$ cat src/hdl/rfa_pkg.sv
// Package for the rational fraction ALU: operation codes and the mode type.
// Used by rational_fraction_alu_core.
package rfa_pkg;
  localparam logic [1:0] OP_MUL = 2'd0;
  localparam logic [1:0] OP_DIV = 2'd1;
  localparam logic [1:0] OP_ADD = 2'd2;
  localparam logic [1:0] OP_SUB = 2'd3;
  typedef logic [1:0] mode_t;
endpackage

$ cat src/hdl/rfa_divider.sv
// Restoring radix-2 unsigned divider, one quotient bit per cycle while busy.
// Depends on nothing but its parameter.
module rfa_divider #(
  parameter int W = 33
) (
  input  logic         clk,
  input  logic         rst,
  input  logic         start,
  input  logic [W-1:0] dividend,
  input  logic [W-1:0] divisor,
  output logic         done,
  output logic [W-1:0] quotient,
  output logic [W-1:0] remainder
);
  localparam int CW = $clog2(W + 1);
  logic [W-1:0] quo;
  logic [W-1:0] rem;
  logic [W-1:0] dsr;
  logic [CW-1:0] count;
  logic busy;
  logic [W:0] trial;

  assign trial = {rem, quo[W-1]} - {1'b0, dsr};

  always_ff @(posedge clk) begin
    if (rst) begin
      busy <= 1'b0;
      done <= 1'b0;
      count <= '0;
    end else begin
      done <= 1'b0;
      if (start) begin
        busy <= 1'b1;
        count <= CW'(W);
        quo <= dividend;
        rem <= '0;
        dsr <= divisor;
      end else if (busy) begin
        if (trial[W]) begin
          rem <= {rem[W-2:0], quo[W-1]};
          quo <= {quo[W-2:0], 1'b0};
        end else begin
          rem <= trial[W-1:0];
          quo <= {quo[W-2:0], 1'b1};
        end
        count <= count - 1'b1;
        if (count == CW'(1)) begin
          busy <= 1'b0;
          done <= 1'b1;
        end
      end
    end
  end

  assign quotient = quo;
  assign remainder = rem;

  a_done_after_busy: assert property (@(posedge clk) disable iff (rst)
    done |-> $past(busy)) else $error("done without busy");
  a_no_start_busy: assert property (@(posedge clk) disable iff (rst)
    busy && !start |=> busy || done) else $error("divider dropped work");
  a_count_idle: assert property (@(posedge clk) disable iff (rst)
    !busy |-> count == '0 || $past(start) == 1'b0) else $error("count state");
endmodule

$ cat src/hdl/rational_fraction_alu_core.sv
// Rational fraction ALU top level: products, Euclidean GCD, final reduction.
// Depends on rfa_pkg and rfa_divider.
//
// Usage: in channel (in_valid/in_ready) takes mode and two signed fractions;
// out channel (out_valid/out_ready) returns the reduced numerator and
// denominator plus undefined_error. One item is processed at a time: in_ready
// is high only when the block is idle and no result is pending.
// Sequence: three products on one shared multiplier, loading the GCD pair,
// then one divider pass per Euclid step, leaving the loop, two more passes
// for the final divisions and raising out_valid. The radix-2 divider is
// shared by all passes (W = 2*OPERAND_BITS+1), so the time from accept to
// out_valid grows with the number of steps, which is data dependent (none
// when the raw numerator is zero, at most about 47). A zero/zero item skips
// the divider and goes from loading the GCD pair straight to out_valid.
// A new item can be taken in the cycle after the result is delivered.
// Signs are not normalized: the denominator may come out negative.
// If both raw values are zero the result is 0/0 with undefined_error set.
// Reset (rst, synchronous) returns to idle and drops any pending result.
// A stalled receiver holds the result in the output register; no new item
// is taken until it is delivered.
module rational_fraction_alu_core #(
  parameter int OPERAND_BITS = 16
) (
  input  logic                          clk,
  input  logic                          rst,
  input  logic                          in_valid,
  output logic                          in_ready,
  input  rfa_pkg::mode_t                mode,
  input  logic signed [OPERAND_BITS-1:0] a_numerator,
  input  logic signed [OPERAND_BITS-1:0] a_denominator,
  input  logic signed [OPERAND_BITS-1:0] b_numerator,
  input  logic signed [OPERAND_BITS-1:0] b_denominator,
  output logic                          out_valid,
  input  logic                          out_ready,
  output logic signed [2*OPERAND_BITS:0] result_numerator,
  output logic signed [2*OPERAND_BITS:0] result_denominator,
  output logic                          undefined_error
);
  import rfa_pkg::*;

  localparam int OB = OPERAND_BITS;
  localparam int PB = 2 * OB;
  localparam int RB = 2 * OB + 1;

  localparam logic [2:0] S_IDLE = 3'd0;
  localparam logic [2:0] S_MUL2 = 3'd1;
  localparam logic [2:0] S_SUM  = 3'd2;
  localparam logic [2:0] S_GCD  = 3'd3;
  localparam logic [2:0] S_DIVN = 3'd4;
  localparam logic [2:0] S_DIVD = 3'd5;
  localparam logic [2:0] S_OUT  = 3'd6;
  localparam logic [2:0] S_MUL1 = 3'd7;

  logic [2:0] state;
  logic started;
  mode_t op;
  logic signed [OB-1:0] an, ad, bn, bd;
  logic signed [PB-1:0] p1, p2;
  logic signed [RB-1:0] n, d;
  logic [RB-1:0] gx, gy;

  logic dv_start, dv_done;
  logic [RB-1:0] dv_a, dv_b, dv_q, dv_r;
  logic [RB-1:0] n_mag, d_mag;
  logic signed [OB-1:0] mul_x, mul_y;
  logic signed [PB-1:0] prod;

  rfa_divider #(.W(RB)) u_div (
    .clk(clk), .rst(rst), .start(dv_start), .dividend(dv_a), .divisor(dv_b),
    .done(dv_done), .quotient(dv_q), .remainder(dv_r)
  );

  assign n_mag = n[RB-1] ? RB'(-n) : RB'(n);
  assign d_mag = d[RB-1] ? RB'(-d) : RB'(d);

  // one multiplier, three passes: an*x, ad*y, then ad*bd
  always_comb begin
    unique case (state)
      S_MUL1: begin
        mul_x = an;
        mul_y = (op == OP_MUL) ? bn : bd;
      end
      S_MUL2: begin
        mul_x = ad;
        mul_y = (op == OP_MUL) ? bd : bn;
      end
      default: begin
        mul_x = ad;
        mul_y = bd;
      end
    endcase
    prod = mul_x * mul_y;
  end

  always_comb begin
    dv_start = 1'b0;
    dv_a = gx;
    dv_b = gy;
    if (!started) begin
      unique case (state)
        S_GCD:   dv_start = (gy != '0);
        S_DIVN:  begin dv_start = 1'b1; dv_a = n_mag; dv_b = gx; end
        S_DIVD:  begin dv_start = 1'b1; dv_a = d_mag; dv_b = gx; end
        default: dv_start = 1'b0;
      endcase
    end
  end

  // result registers are only rewritten once the previous item is delivered
  assign in_ready = (state == S_IDLE) && !out_valid;

  always_ff @(posedge clk) begin
    if (rst) begin
      state <= S_IDLE;
      out_valid <= 1'b0;
      started <= 1'b0;
    end else begin
      if (out_valid && out_ready) out_valid <= 1'b0;
      unique case (state)
        S_IDLE: begin
          if (in_valid && in_ready) begin
            op <= mode;
            an <= a_numerator;
            ad <= a_denominator;
            bn <= b_numerator;
            bd <= b_denominator;
            state <= S_MUL1;
          end
        end
        S_MUL1: begin
          // p1 = an*x
          p1 <= prod;
          state <= S_MUL2;
        end
        S_MUL2: begin
          // p2 = ad*y
          p2 <= prod;
          state <= S_SUM;
        end
        S_SUM: begin
          d <= (op == OP_MUL || op == OP_DIV) ? RB'(p2) : RB'(prod);
          if (op == OP_ADD) n <= RB'(p1) + RB'(p2);
          else if (op == OP_SUB) n <= RB'(p1) - RB'(p2);
          else n <= RB'(p1);
          state <= S_GCD;
          started <= 1'b0;
          gx <= '0;
          gy <= '0;
        end
        S_GCD: begin
          if (gx == '0 && gy == '0 && !started) begin
            gx <= d_mag;
            gy <= n_mag;
            if (d_mag == '0 && n_mag == '0) begin
              result_numerator <= '0;
              result_denominator <= '0;
              undefined_error <= 1'b1;
              state <= S_OUT;
            end else if (n_mag == '0) begin
              started <= 1'b0;
            end
          end else if (!started) begin
            if (gy == '0) state <= S_DIVN;
            else started <= 1'b1;
          end else if (dv_done) begin
            gx <= gy;
            gy <= dv_r;
            started <= 1'b0;
          end
        end
        S_DIVN: begin
          if (!started) started <= 1'b1;
          else if (dv_done) begin
            result_numerator <= n[RB-1] ? -dv_q : dv_q;
            started <= 1'b0;
            state <= S_DIVD;
          end
        end
        S_DIVD: begin
          if (!started) started <= 1'b1;
          else if (dv_done) begin
            result_denominator <= d[RB-1] ? -dv_q : dv_q;
            undefined_error <= 1'b0;
            started <= 1'b0;
            state <= S_OUT;
          end
        end
        S_OUT: begin
          if (!out_valid) begin
            out_valid <= 1'b1;
            state <= S_IDLE;
          end
        end
        default: state <= S_IDLE;
      endcase
    end
  end

  a_busy_not_ready: assert property (@(posedge clk) disable iff (rst)
    state != S_IDLE |-> !in_ready) else $error("ready while busy");
  a_err_zero: assert property (@(posedge clk) disable iff (rst)
    out_valid && undefined_error |-> result_numerator == '0
      && result_denominator == '0) else $error("error result not zero");
  a_start_only_working: assert property (@(posedge clk) disable iff (rst)
    dv_start |-> state == S_GCD || state == S_DIVN || state == S_DIVD)
    else $error("divider start outside work");
endmodule
$ cat config.mk
export PLATFORM = sky130hd
export DESIGN_NAME = rational_fraction_alu_core
export DESIGN_NICKNAME = d
export VERILOG_FILES = /design/src/hdl/rfa_pkg.sv /design/src/hdl/rfa_divider.sv /design/src/hdl/rational_fraction_alu_core.sv
export SDC_FILE = /design/constraint.sdc
export NUM_CORES = 2
export LEC_CHECK = 0
export ABC_AREA = 1
export BUFFER_PORTS_ARGS = -buffer_cell sky130_fd_sc_hd__clkbuf_2
export CAP_MARGIN = 20
export CELL_PAD_IN_SITES_DETAIL_PLACEMENT = 1
export CELL_PAD_IN_SITES_GLOBAL_PLACEMENT = 1
export CORE_ASPECT_RATIO = 1.2
export CORE_MARGIN = 8
export CORE_UTILIZATION = 44
export DETAILED_ROUTE_END_ITERATION = 10
export PLACE_DENSITY_LB_ADDON = 0.1
export SLEW_MARGIN = 10
export SYNTH_ARGS = -nofsm -noshare
export SYNTH_HDL_FRONTEND = slang
export SYNTH_SLANG_ARGS = --single-unit
$ cat constraint.sdc
create_clock -name clk -period 6.59 [get_ports clk]
set_input_delay 0.3295 -clock clk [delete_from_list [all_inputs] [get_ports clk]]
set_output_delay 0.3295 -clock clk [all_outputs]
set_load 0.03 [all_outputs]
==> metrics.yaml <==
synthesis:
  post_synth.cell_area_avg_um2: 8.24
  synth_flop_cell: "edfxtp_1"
  synth_edf_count: 427
  netlist_area_mm2: 0.0375
  syn_nets: 5071
  ys_seq_area_share_pct: 34.9
  ys_types: 65
  synth_warnings: 0
  ys_ff_latch: 440
  async_reset_ff_share_pct: 0
  syn-instance-count: 4551
cts:
  cts_buffer_depth: 3
  clock_latency_ns: 0.62
  cts_tree: "done"
  clock-sinks: 440
  clk_pin_slew_worst_paths_ns: 0.07
  ctsRootBufferMaster: "clkbuf_16"
  h-tree-depth: 2
  numCtsBuffers: 49
cells_and_area:
  diodes: 0
  nets: 5482
  post-route-util_pct: 53.5
  area_growth_pct: 20.7
  final_cell_area_mm2: 0.0452
  drive_gt1_share_pct: 17.3
worst_setup_path:
  crit_type: "flip-flop to flip-flop"
  max_stage_delay_ns: 0.66
  r2r_cells: 30
  startpoint_type: "flip-flop"
  critPathRequiredTime_ns: 6.91
  endpoint_kind: "flip-flop"
  r2r_start: "op[0]"
  path_max_fanout: 7
  arrival_ns: 7.34
  critPathSlowestCell: "fa_2"
  worstReg2RegEnd: "d[29]"
  ff2ff_setup_slack_ns: -0.42
  cp_common_cell: "fa_1"
flow_run:
  drv_cap: 0
global_route:
  grt_pass1_wl_mm: 211
  grt_max_degree: 68
  grt_remaining_overflow: 0
  grt_pass1_vias: 36145
  grt.total_usage_pct: 29.0
  antenna_found_initial: 1
worst_hold_path:
  hold_depth: 4
  hold_start: "out_ready"
  hp-class: "input port to flip-flop"
  whs_endpoint: "out_valid"
place:
  portBuffers: 138
  place_congestion: 0.926
  post_dp_cell_area_mm2: 0.0409
  post-dp-hpwl_mm: 108
  pre_cts_ws_ns: -0.661
detailed_routing:
  drt_iter0_drc: 2301
  drt_wl_total_mm: 145
  viasPerCell: 5.57
  remaining_drc_errors: 0
  dr.pass1.iters: 5
  vias: 34149
  avgRoutedWirePerCell_um: 23.7
  final_antenna_net_count: 0
timing:
  tightest_slew_ns: 1.02
  slew_violations: 0
  fin_ws_ns: -0.423
  fin_hold_ws_ns: 0.0304
  hold_viol_final: 0
  period_share_pct: 106
  slew_headroom_pct: 31.7
  fmax_ghz: 0.143
  fin_crit_ns: 7.01
  rsz0062_at_grt: "true"
  skew_ns: 0.0290
  final-setup-viol-count: 49
floorplanning:
  core_area_mm2: 0.0846
  dieHeight_um: 336
  rows: 117
  io_pins: 139
  die_area_mm2: 0.0948
  fp.dieW_um: 282
  start_util_pct: 44.3
outcome:
  status: "finished, violations left"
  failed_checks: "setup timing"
-- metal layers --
metal / wire length [um] / part of all wire [%] / GRT usage (%)
met5: 0 / 0 / 0
met4: 9500 / 6.5 / 15.1
met3: 6630 / 4.6 / 2.94
met2: 76700 / 53 / 54.1
met1: 52500 / 36 / 32.1
-- cell usage in the layout (no fill, tap or decap), types with 15 or more instances in the layout --
cell,count
o21ai_0,262
clkbuf_2,138
nor2_2,39
buf_4,247
nand2_2,34
fa_1,237
nor3_1,44
nor2_1,462
xor2_1,75
ha_4,22
o22ai_1,44
nand3b_1,18
nor2_4,22
nand4_1,38
clkinv_1,17
a21oi_1,310
nor4_1,31
ha_1,162
nand3_1,167
nand2_1,757
inv_1,803
o21ai_1,39
o221ai_1,15
buf_6,40
fa_2,28
inv_2,50
xnor2_1,27
clkbuf_16,49
edfxtp_1,427
o211ai_1,32
dlygate4sd3_1,66
-- how the worst max path moves through the flow --
stage          startpoint  endpoint  slack (ns)  depth (start not counted)
2_1_floorplan    state[0]     d[30]       -0.04                         32
3_3_place_gp     state[0]     d[30]       -0.27                         31
3_5_place_dp     state[0]     d[30]       -0.66                         31
4_1_cts             op[1]     d[31]       -0.17                         32
5_1_grt             op[0]     d[26]       -0.61                         34
6_report            op[0]     d[29]       -0.42                         30
-- synthesized netlist by cell type, drive strengths merged, types with 54 or more instances --
cell | instances | share of area (%)
fa | 265 | 14
o21ai | 327 | 4.4
nor2 | 523 | 5.5
nand2 | 803 | 8.1
inv | 863 | 8.6
ha | 185 | 6.2
a21oi | 332 | 4.4
nor3 | 54 | 0.82
nand3 | 175 | 2.4
clkbuf | 98 | 1.0
xor2 | 86 | 2.0
edfxtp | 427 | 34
-- registers in the layout, summed over array words and instances (netlist names) --
| signal | cells |
|---|---|
| d | 32 |
| bn | 16 |
| op | 2 |
| u_div.busy | 1 |
| started | 1 |
| u_div.dsr | 33 |
| p1 | 32 |
| u_div.count | 6 |
| n | 33 |
| gy | 33 |
| undefined_error | 1 |
| state | 3 |
| u_div.remainder | 33 |
| u_div.quotient | 33 |
| u_div.done | 1 |
| gx | 33 |
| an | 16 |
| out_valid | 1 |
| result_denominator | 33 |
| ad | 16 |
| p2 | 32 |
| result_numerator | 33 |
| bd | 16 |
-- through the flow --
stage	instances	setup TNS [ns]
floorplan	4551	-0.0931
global placement	5915	-7.99
detailed placement	5915	-19.91
CTS	6112	-1.56
global route	6131	-19.87
finish	6131	-10.63
-- cell type report --
type,instances,area (um2)
Clock inverter,37,419
Inverter,877,3330
Timing Repair Buffer,505,3930
Fill cell,10094,39400
Clock buffer,53,1260
Timing Repair inverter,1,7.51
Tap cell,1130,1410
Multi-Input combinational cell,3088,21800
Sequential cell,440,13100
-- logic make-up after synthesis --
logic type / count (synthesis) / share of synthesized area, %
flops: 440 / 34.9
xor+xnor: 118 / 2.80
compound gates: 843 / 12.5
mux: 1 / 0.0267
buf+inv: 1023 / 10.5
fa+ha+maj: 450 / 20.3
simple gates: 1676 / 19.0
-- worst max-delay path, delay by kind of cell (launching register included) --
kind,cells,cell delay (ns)
compound gates,3,0.28
xor+xnor,1,0.16
fa+ha+maj,7,3.31
buf+inv,8,0.95
flops,1,0.44
simple gates,11,1.57
-- what timing repair did --
action,4_1_cts,5_1_grt
setup buffers,40,22
pin swaps,44,54
hold endpoints to repair,66,0
cloned,1,0
gates resized for setup,183,208
hold buffers,66,0
endpoints found under the setup margin,59,59
Power is left out: the tool's default activity adds up to more than one toggle a clock period on the data nets, which glitch-free logic cannot reach.
